### config.mk
export PLATFORM = sky130hd
export DESIGN_NAME = rmsn_sqdiv
export DESIGN_NICKNAME = d
export VERILOG_FILES = /design/src/hdl/rmsn_pkg.sv /design/src/hdl/rmsn_sqdiv.sv
export SDC_FILE = /design/constraint.sdc
export NUM_CORES = 1
export LEC_CHECK = 0
export BUFFER_PORTS_ARGS = -buffer_cell sky130_fd_sc_hd__buf_2
export CORE_AREA = 2 2 142 144
export DETAILED_ROUTE_END_ITERATION = 10
export DIE_AREA = 0 0 144 146
export PLACE_DENSITY = 0.62
export SETUP_SLACK_MARGIN = 0.5
export SLEW_MARGIN = 0
export SYNTH_ARGS = -nofsm -noshare
export SYNTH_HDL_FRONTEND = slang
export SYNTH_SLANG_ARGS = --single-unit
export TNS_END_PERCENT = 30
### constraint.sdc
create_clock -name clock -period 6.2 [get_ports clock]
set_clock_uncertainty 0.1 [all_clocks]
set_input_delay 0.93 -clock clock [delete_from_list [all_inputs] [get_ports clock]]
set_output_delay 0.93 -clock clock [all_outputs]
set_load 0.01 [all_outputs]
### src/hdl/rmsn_pkg.sv
// Shared types and constants for the RMS row normalizer.
// Used by the iterative divide/root unit and by the top level.
`timescale 1ns / 1ps
package rmsn_pkg;
   localparam int ROW_MAX = 64;
   localparam int ADDR_W  = $clog2(ROW_MAX);
   localparam int CNT_W   = ADDR_W + 1;
   localparam int SUM_W   = 37;
   localparam int NUM_W   = 48;
   localparam int DEN_W   = 24;
   localparam int REM_W   = 28;
   localparam int INV_W   = 37;

   typedef enum logic [1:0] {
      CSR_ROW_LENGTH   = 2'd0,
      CSR_EPSILON      = 2'd1,
      CSR_GAMMA_ENABLE = 2'd2
   } csr_index_type;

   typedef enum logic {
      OP_DIV  = 1'b0,
      OP_SQRT = 1'b1
   } unit_op_type;

   typedef struct packed {
      logic               start;
      unit_op_type        op;
      logic [NUM_W-1:0]   num;
      logic [DEN_W-1:0]   den;
   } unit_cmd_type;

   typedef struct packed {
      logic               done;
      logic [NUM_W-1:0]   quot;
   } unit_stat_type;
endpackage

### src/hdl/rmsn_sqdiv.sv
// Shared one-bit-per-cycle unit: restoring division or digit-by-digit square root.
// Depends on rmsn_pkg for the command and status structs.
`timescale 1ns / 1ps
module rmsn_sqdiv (
   input  logic                   clock,
   input  logic                   reset,
   input  rmsn_pkg::unit_cmd_type cmd,
   output rmsn_pkg::unit_stat_type stat
);
   import rmsn_pkg::*;

   logic              busy_ff, busy_in;
   logic              done_ff, done_in;
   unit_op_type       op_ff, op_in;
   logic [5:0]        cnt_ff, cnt_in;
   logic [NUM_W-1:0]  num_ff, num_in;
   logic [NUM_W-1:0]  quot_ff, quot_in;
   logic [REM_W-1:0]  rem_ff, rem_in;
   logic [DEN_W-1:0]  den_ff, den_in;
   logic [REM_W-1:0]  rem_sh, trial;
   logic              ge;

   // The same compare and subtract serves both operations.
   always_comb begin
      if (op_ff == OP_SQRT) begin
         rem_sh = {rem_ff[REM_W-3:0], num_ff[NUM_W-1 -: 2]};
         trial  = {quot_ff[REM_W-3:0], 2'b01};
      end else begin
         rem_sh = {rem_ff[REM_W-2:0], num_ff[NUM_W-1]};
         trial  = {{(REM_W-DEN_W){1'b0}}, den_ff};
      end
      ge = (rem_sh >= trial);
   end

   always_comb begin
      busy_in = busy_ff;
      done_in = 1'b0;
      op_in   = op_ff;
      cnt_in  = cnt_ff;
      num_in  = num_ff;
      quot_in = quot_ff;
      rem_in  = rem_ff;
      den_in  = den_ff;
      if (busy_ff) begin
         rem_in  = ge ? (rem_sh - trial) : rem_sh;
         quot_in = {quot_ff[NUM_W-2:0], ge};
         num_in  = (op_ff == OP_SQRT) ? (num_ff << 2) : (num_ff << 1);
         cnt_in  = cnt_ff - 6'd1;
         if (cnt_ff == 6'd0) begin
            busy_in = 1'b0;
            done_in = 1'b1;
         end
      end else if (cmd.start) begin
         busy_in = 1'b1;
         op_in   = cmd.op;
         num_in  = cmd.num;
         den_in  = cmd.den;
         quot_in = '0;
         rem_in  = '0;
         cnt_in  = (cmd.op == OP_SQRT) ? 6'(NUM_W / 2 - 1) : 6'(NUM_W - 1);
      end
   end

   always_ff @(posedge clock) begin
      if (reset) begin
         busy_ff <= 1'b0;
         done_ff <= 1'b0;
      end else begin
         busy_ff <= busy_in;
         done_ff <= done_in;
      end
      op_ff   <= op_in;
      cnt_ff  <= cnt_in;
      num_ff  <= num_in;
      quot_ff <= quot_in;
      rem_ff  <= rem_in;
      den_ff  <= den_in;
   end

   assign stat.done = done_ff;
   assign stat.quot = quot_ff;
endmodule

Yosys cells after proc, flatten, opt, wreduce, memory -nomap -nowiden
Cells that the tools add are included.
W data, S select, Z words.

storage, ports and cells
  output and inout port bits = 49
  bits in registers = 156
  word-level logic and storage cells = 33

operators by class
  bitwise logic cells = 1
  add/sub/neg operators = 2
  order comparisons = 1
  mux-type cells = 17
  reduce and logical (&&, ||, !) cells = 4

operator list
  cell                   count
  $mux W48               5
  $mux W27               3
  $mux W28               2
  $ge A28 B28 Y1         1
  $sub A27 B27 Y27       1
  $mux W6                3
  $logic_not A6 Y1       1
  $sub A6 B1 Y6 const B  1
  $mux W1                4
  $reduce_and A2 Y1      1
  $reduce_bool A2 Y1     1
  $reduce_or A2 Y1       1
  $not A1 Y1             1

Logic depth before layout (Yosys ltp)
Gate-level depths: netlist (run 1).

  depth in word-level cells = 4
  mapped depth = 16
  gate-level depth less buffers = 11

Worst setup path before layout (run 1)
Ideal clock, no wire load.

  path kind = input -> register
  start point = input cmd[73] in the netlist's numbering
  end point = register cnt_ff[0] (enable)
  stages = 2
  path slack = 2149 ps
  library setup time = 482 ps
  arrival time = 3469 ps
  data required time = 5618 ps
  cell sequence = nor2_1 > inv_1

on the way
  word-level cells in the longest chain between the ends = 1

ends and longest elaborated chain
  what                                 RTL line          RTL
  start: declaration                   rmsn_sqdiv.sv:7   input rmsn_pkg::unit_cmd_type cmd,
  $reduce_bool A2 Y1 (no source line)  -
  end signal: assignment               rmsn_sqdiv.sv:73  cnt_ff <= cnt_in;
  end: declaration                     rmsn_sqdiv.sv:15  logic [5:0] cnt_ff, cnt_in;

Every way passes these cells.
A chain may end at the register's enable or synchronous reset.

Worst setup path after layout (run 1)
  start point = register op_ff
  end point = register rem_ff[25] (data pin)

on the way
  word-level cells in the longest chain between the ends = 4

ends and longest elaborated chain
  what                                                RTL line                            RTL
  start: declaration                                  rmsn_sqdiv.sv:14                    unit_op_type op_ff, op_in;
  start signal: assignment                            rmsn_sqdiv.sv:72                    op_ff <= op_in;
  $mux W28                                            rmsn_sqdiv.sv:25                    if (op_ff == OP_SQRT) begin
  $sub A27 B27 Y27 or $ge A28 B28 Y1 (tied branches)  rmsn_sqdiv.sv:45, rmsn_sqdiv.sv:32
  $mux W27 *                                          rmsn_sqdiv.sv:45                    rem_in = ge ? (rem_sh - trial) : rem_sh;
  $mux W27 *                                          rmsn_sqdiv.sv:44                    if (busy_ff) begin
  end signal: assignment                              rmsn_sqdiv.sv:76                    rem_ff <= rem_in;
  end: declaration                                    rmsn_sqdiv.sv:18                    logic [REM_W-1:0] rem_ff, rem_in;

Every way passes the cells marked *; elsewhere a longest branch is shown, timed or not.

==> results of run 1 <==
[synth_stat cells (2+ instances only)]
cell / number / area (µm²)
o21ai_1: 7 / 35.0
nor2_1: 68 / 255
a21oi_1: 87 / 435
and2_1: 52 / 325
nand2_1: 51 / 191
nor2b_1: 6 / 37.5
and3_1: 3 / 18.8
mux2_2: 27 / 304
or2_2: 3 / 18.8
or3_1: 3 / 18.8
buf_2: 11 / 55.1
a211o_1: 3 / 26.3
nand3b_1: 2 / 15.0
nand2b_1: 3 / 18.8
nand4_1: 4 / 25.0
inv_1: 7 / 26.3
ha_1: 29 / 363
buf_4: 2 / 15.0
o211a_1: 2 / 20.0
dfxtp_1: 2 / 40.0
o211ai_1: 3 / 22.5
a21boi_0: 3 / 22.5
a2111oi_0: 3 / 26.3
o31ai_1: 2 / 15.0
xnor2_1: 11 / 96.3
a211oi_2: 6 / 75.1
clkbuf_1: 21 / 78.8
mux2i_1: 70 / 701
nor3_1: 10 / 50.1
edfxtp_1: 154 / 4620
nand3_1: 11 / 55.1
o21bai_1: 4 / 30.0
o21a_1: 8 / 60.1
buf_6: 4 / 45.0
xor2_1: 8 / 70.1
o22ai_1: 2 / 12.5
o21ai_0: 17 / 85.1
a211oi_1: 5 / 37.5
buf_1: 4 / 15.0
a21o_1: 8 / 60.1
[logic make-up after synthesis]
| group | count (synthesis) | share of synthesized area, % |
|---|---|---|
| multiplexers | 97 | 11.6 |
| buffers and inverters | 50 | 2.76 |
| AO/OA/AOI/OAI | 170 | 12.4 |
| XOR/XNOR | 19 | 1.92 |
| AND/OR/NAND/NOR | 226 | 13.0 |
| flip-flops | 156 | 53.9 |
| adder cells (fa/ha/maj) | 30 | 4.43 |
[layout make-up]
type | count | area, µm²
inverters | 8 | 32.5
clock inverters | 15 | 116
multi-input cells | 542 | 3750
clock buffers | 17 | 425
well taps | 265 | 332
fillers | 1750 | 9340
flip-flops and latches | 156 | 4670
repair buffers | 130 | 666
diodes | 1 | 2.50
[registers in the layout, summed over array words and instances, names as in the netlist]
| signal | count |
|---|---|
| rem_ff | 27 |
| cnt_ff | 6 |
| quot_ff | 48 |
| busy_ff | 1 |
| num_ff | 48 |
| done_ff | 1 |
| den_ff | 24 |
| op_ff | 1 |
[metrics by stage]
stage	area [µm²]	util (%)	total power [mW]	setup slack (ps)	instances
final	9990	51.7	3.45	1700	1134
after floorplan	8650	-	2.28	2150	748
after detailed placement	9450	48.9	2.50	1680	1101
after CTS	9990	51.7	3.48	1640	1133
after global routing	9990	51.7	3.66	1380	1134
after global placement	9450	48.9	2.48	1820	1101
[power breakdown]
group / internal [mW] / switching, mW / total [mW]
sequential: 1.32 / 0.0698 / 1.39
clock: 0.518 / 0.451 / 0.970
combinational: 0.450 / 0.643 / 1.09
[per-layer routing]
layer	GRT usage [%]	vias to the layer above	share of wire (%)
met5	0	-	0
met4	6.03	0	1.6
met3	3.26	17	4.0
met2	28.2	141	47
met1	23.9	2888	47
li1	-	2990	-
[critical path, stage by stage (launching register included)]
cell      delay [ps]
edfxtp_1         350
buf_4            580
mux2i_1          330
ha_1             200
inv_1             60
fa_1             420
a211oi_1         390
nor3_1           160
o21ai_2          260
a31oi_4          150
or2_1            690
and2_1           370
a211oi_1         250
[worst paths after layout]
check	end	cells after the start
max	rem_ff[25]	12
min	quot_ff[39]	1
max reg2reg	rem_ff[25]	12
min reg2reg	quot_ff[39]	1
==> impl_metrics.toml, run 1 <==
[outcome]
outcome = "finished, final reports clean"

[timing]
timing.fmax_mhz = 222
min_period_over_period_pct = 72.6
grt_setup_unrepaired = "no"
final_max_tran_viols = 0
worst_slew_pin_slew_ps = 1220
finalHoldViolCount = 0
tns_ps = 0
setup_viol = 0
finalHoldWorstSlack_ps = 448
slew-limit-headroom_pct = 18.8
min_period_ps = 4500

[synthesis]
synthesis.instances = 748
synth-seq-cells = 156
synth-edff-count = 154
synth.distinct_cells = 62
synthFlopType = "edfxtp_1"
yosys_warnings = 0
post_synth_instance_area_um2 = 8650
seq_area_frac_synth_pct = 53.9
synthesis.nets = 854
synth_area_per_cell_um2 = 11.6
synthArstFlopShare_pct = 0

[floorplan]
height_of_the_die_um = 146
total_die_area_um2 = 21000
placement_rows = 51
initial_cell_density_of_the_core_pct = 44.7
overall_die_width_um = 144
ios = 125
design.core.area_um2 = 19300

[pwr]
power.static_leakage_nw = 4.11
power_density_nw_per_um2 = 345
vdd_ir_drop_max_uv = 209

[detailed_routing]
avgViaCountPerCell = 5.32
drt_pre_antenna_iters = 5
via_count = 6036
wirelength_um = 18300
detail-route-antenna-nets = 0
drt_iter0_markers = 360
routedWlPerCell_um = 16.1
route.detailed.drc = 0

[global_routing]
grt_start_max_net_pins = 101
first_global_vias = 6016
track_usage_pct = 17.6
global_route_wire_length_before_repair_um = 29600
globalRoute.totalOverflow = 0
initial_antenna_violation_count = 1

[cts]
path_clk_slew_ps = 70
tritoncts_clock_tree = "yes"
post_cts_buffers = 0
cts_max_path_buffers = 2
cts_hold_buf = 0
cts_max_level = 4
ctsRootBufferMaster = "clkbuf_16"
clock_insertion_delay_worst_skew_ps = 430
cts-buffers-inserted = 17
tritoncts_num_sinks = 156
resized_cells_post_cts = 0

[setup_path]
rrSetupSlack_ps = 1700
worstSetupStartpointType = "flop"
cp.arrival_ps = 4650
worstSetupStartpoint = "op_ff"
worst_setup_path_end_kind = "flop"
crit-reg2reg-launch = "op_ff"
critical_path.max_fanout = 52
crit_required_ps = 6350
timing_worst_setup_path_type = "reg -> reg"

[final_layout]
nNetsFinal = 961
flow.area_growth_from_synthesis_pct = 15.5
final_cell_mix = "edfxtp_1 (154), buf_2 (124), a21oi_1 (87)"
drive_above_1_share_pct = 24.1
most_common_library_cell_in_the_layout_ignoring_fill_and_taps = "edfxtp_1"

[place]
placement.io_buffers = 124
globalplace.congestion = 0.881
hpwl_um = 12200

[run]
cap_viol_max_count = 0

[hold_path]
min_path_type = "reg -> reg"
holdCritStartpoint = "quot_ff[38]"
No activity file was read; power rests on OpenSTA's default activity.
==> inputs of run 2 (changes only) <==
--- a/config.mk
+++ b/config.mk
@@ -5,11 +5,12 @@
 export SDC_FILE = /design/constraint.sdc
 export NUM_CORES = 1
 export LEC_CHECK = 0
+export ABC_AREA = 1
 export BUFFER_PORTS_ARGS = -buffer_cell sky130_fd_sc_hd__buf_2
-export CORE_AREA = 2 2 142 144
+export CORE_AREA = 2 2 147 149
 export DETAILED_ROUTE_END_ITERATION = 10
-export DIE_AREA = 0 0 144 146
-export PLACE_DENSITY = 0.62
+export DIE_AREA = 0 0 149 151
+export PLACE_DENSITY = 0.64
 export SETUP_SLACK_MARGIN = 0.5
 export SLEW_MARGIN = 0
 export SYNTH_ARGS = -nofsm -noshare
==> constraint.sdc (replaced) <==
create_clock -name clock -period 3.62 [get_ports clock]
set_clock_uncertainty 0.1 [all_clocks]
set_input_delay 0.543 -clock clock [delete_from_list [all_inputs] [get_ports clock]]
set_output_delay 0.543 -clock clock [all_outputs]
set_load 0.01 [all_outputs]
==> impl_metrics.toml, run 2 <==
[timing]
setup_viol = 0
worst_slew_pin_slew_ps = 742
tns_ps = 0
final_max_tran_viols = 0
finalHoldViolCount = 0
min_period_ps = 3010
timing.fmax_mhz = 332
min_period_over_period_pct = 83.3
slew-limit-headroom_pct = 50.5
grt_setup_unrepaired = "yes"

[cts]
cts-buffers-inserted = 17
cts_hold_buf = 0
tritoncts_num_sinks = 156
ctsRootBufferMaster = "clkbuf_16"
clock_insertion_delay_worst_skew_ps = 430
cts_max_path_buffers = 2
tritoncts_clock_tree = "yes"
path_clk_slew_ps = 70
cts_max_level = 4

[synthesis]
synth_area_per_cell_um2 = 8.02
post-synth-top-count-cell = "nand2_1"
synth-edff-count = 154
synth.distinct_cells = 32
synthesis.nets = 1266
yosysTopAreaCell = "edfxtp_1"
synth_area_leaders = "edfxtp_1 (50%), nand2_1 (15%), inv_1 (8.0%)"
synth_top_cells_by_count = "nand2_1 (365), inv_1 (198), edfxtp_1 (154)"
seq_area_frac_synth_pct = 50.1
synthFlopType = "edfxtp_1"
yosysTopAreaCellShare_pct = 49.7
synthArstFlopShare_pct = 0
synthesis.instances = 1160
post_synth_instance_area_um2 = 9300
synth-seq-cells = 156
yosys_warnings = 0

[detailed_routing]
detail-route-antenna-nets = 0
drt_pre_antenna_iters = 5
via_count = 7823
avgViaCountPerCell = 4.92
drt_iter0_markers = 528
route.detailed.drc = 0
wirelength_um = 22400
routedWlPerCell_um = 14.1

[place]
globalplace.congestion = 0.983
hpwl_um = 14800
placement.io_buffers = 124

[final_layout]
most_common_library_cell_in_the_layout_ignoring_fill_and_taps = "nand2_1"
diodes = 0
drive_above_1_share_pct = 19.5
multiInputGateArea_um2 = 3910
fillCellCount = 1963
flow.area_growth_from_synthesis_pct = 22.6
register_area_um2 = 4670
largestRegisters = "num_ff: 48 flops, quot_ff: 48 flops, rem_ff: 27 flops"
final_cell_mix = "nand2_1 (356), inv_1 (196), edfxtp_1 (154)"
nNetsFinal = 1408

[global_routing]
initial_antenna_violation_count = 0
globalRoute.busiestLayer = "met2"
track_usage_pct = 19.7
global_route.usage.met3_pct = 3.92
gr-usage-met1_pct = 27.5
grt_start_max_net_pins = 69
first_global_vias = 7108
global_route_wire_length_before_repair_um = 35100
use_met2_pct = 31.3
globalRoute.totalOverflow = 0

[floorplan]
design.core.area_um2 = 20800
overall_die_width_um = 149
initial_cell_density_of_the_core_pct = 44.7
placement_rows = 53
total_die_area_um2 = 22500
height_of_the_die_um = 151
ios = 125

[setup_path]
cp.arrival_ps = 3100
cpMaxStageDelayCell = "edfxtp_1"
critical_path.max_fanout = 8
worstPathCellList = "inv_4 -> or2_2 -> o21ai_2 -> ha_2 -> inv_2 -> fa_2 -> nand2_4 -> a21oi_4 -> nand3_1 -> nand3_2 -> nand2_2 -> nand3_4 -> clkbuf_16 -> o21ai_1 -> nor2_1"
worstSetupStartpointType = "flop"
max_stage_delay_ps = 490
timing_worst_setup_path_type = "reg -> reg"
worst_setup_path_end_kind = "flop"
crit_required_ps = 3700

[outcome]
outcome = "finished, final reports clean"

[run]
cap_viol_max_count = 0

[pwr]
power_density_nw_per_um2 = 555
vdd_ir_drop_max_uv = 340
totalPowerFinal_mw = 6.32
power.static_leakage_nw = 5.73

[hold_path]
min_path_type = "in -> reg"
[run 2: changes by cell type after synthesis, moves of 7 or more]
| cell | previous run | this run |
|---|---|---|
| a21o_1 | 8 | 1 |
| a21oi_1 | 87 | 17 |
| and2_1 | 52 | 1 |
| inv_1 | 7 | 198 |
| mux2_2 | 27 | 0 |
| mux2i_1 | 70 | 22 |
| nand2_1 | 51 | 365 |
| nand3_1 | 11 | 33 |
| nor2_1 | 68 | 108 |
| nor3_1 | 10 | 2 |
| o21a_1 | 8 | 0 |
| o21ai_0 | 17 | 125 |
| o21ai_1 | 7 | 15 |
| xor2_1 | 8 | 0 |
[run 2: repair_timing]
| item | 4_1_cts | 5_1_grt |
|---|---|---|
| endpoints found under the setup margin | 26 | 28 |
| pin swaps | 2 | 22 |
| gates resized for setup | 8 | 69 |
| setup buffers | 3 | 20 |
| gates cloned | 0 | 6 |
[run 2: per-stage QoR]
step	worst slack, ps	cells	util, %	hold slack (ps)	area (µm²)
6_report	606	1590	54.7	175	11400
5_1_grt	445	1590	54.7	156	11400
4_1_cts	616	1564	52.2	150	10900
3_5_place_dp	334	1529	49.0	415	10200
3_3_place_gp	388	1529	49.0	408	10200
2_1_floorplan	651	1160	-	406	9300
[run 2: cells by family after synthesis]
| logic type | after synthesis | synth area share, % |
|---|---|---|
| AND/OR/NAND/NOR | 537 | 23.1 |
| buffers and inverters | 242 | 10.2 |
| AO/OA/AOI/OAI | 161 | 8.89 |
| flip-flops | 156 | 50.1 |
| adder cells (fa/ha/maj) | 30 | 4.12 |
| multiplexers | 22 | 2.37 |
| XOR/XNOR | 12 | 1.13 |
[run 2: final cells by class]
cell class                 count  area share (%)
sequential                   156            41.0
tap                          275            3.02
clock inverter                15            1.51
multi-input combinational    762            34.3
inverter                     199            6.57
clock buffer                  17            3.73
timing repair buffer         166            9.91
[run 2: worst paths after layout]
kind	startpoint	to	slack, ps	depth (start not counted)
min	reset	busy_ff	180	2
max	op_ff	rem_ff[10]	610	15
min reg2reg	quot_ff[38]	quot_ff[39]	430	2
max reg2reg	op_ff	rem_ff[10]	610	15
[run 2: power by group]
part	internal, mW	leakage [nW]	switching, mW	total [mW]
logic	0.822	3.84	1.30	2.12
clock network	1.04	0.295	0.797	1.84
registers	2.25	1.60	0.115	2.37
[run 2: worst max-delay path: cells and delay by family, from the launching register on]
kind / cells / cell delay, ps
DFF: 1 / 490
and+or+nand+nor: 7 / 930
adders and majority gates: 2 / 590
buffers and inverters: 3 / 360
AOI/OAI and AO/OA: 3 / 280
[run 2: metal layers]
layer / wire, µm / vias to the layer above
li1: - / 3985
met1: 10700 / 3607
met2: 10300 / 204
met3: 1090 / 27
met4: 319 / 0
met5: 0 / -
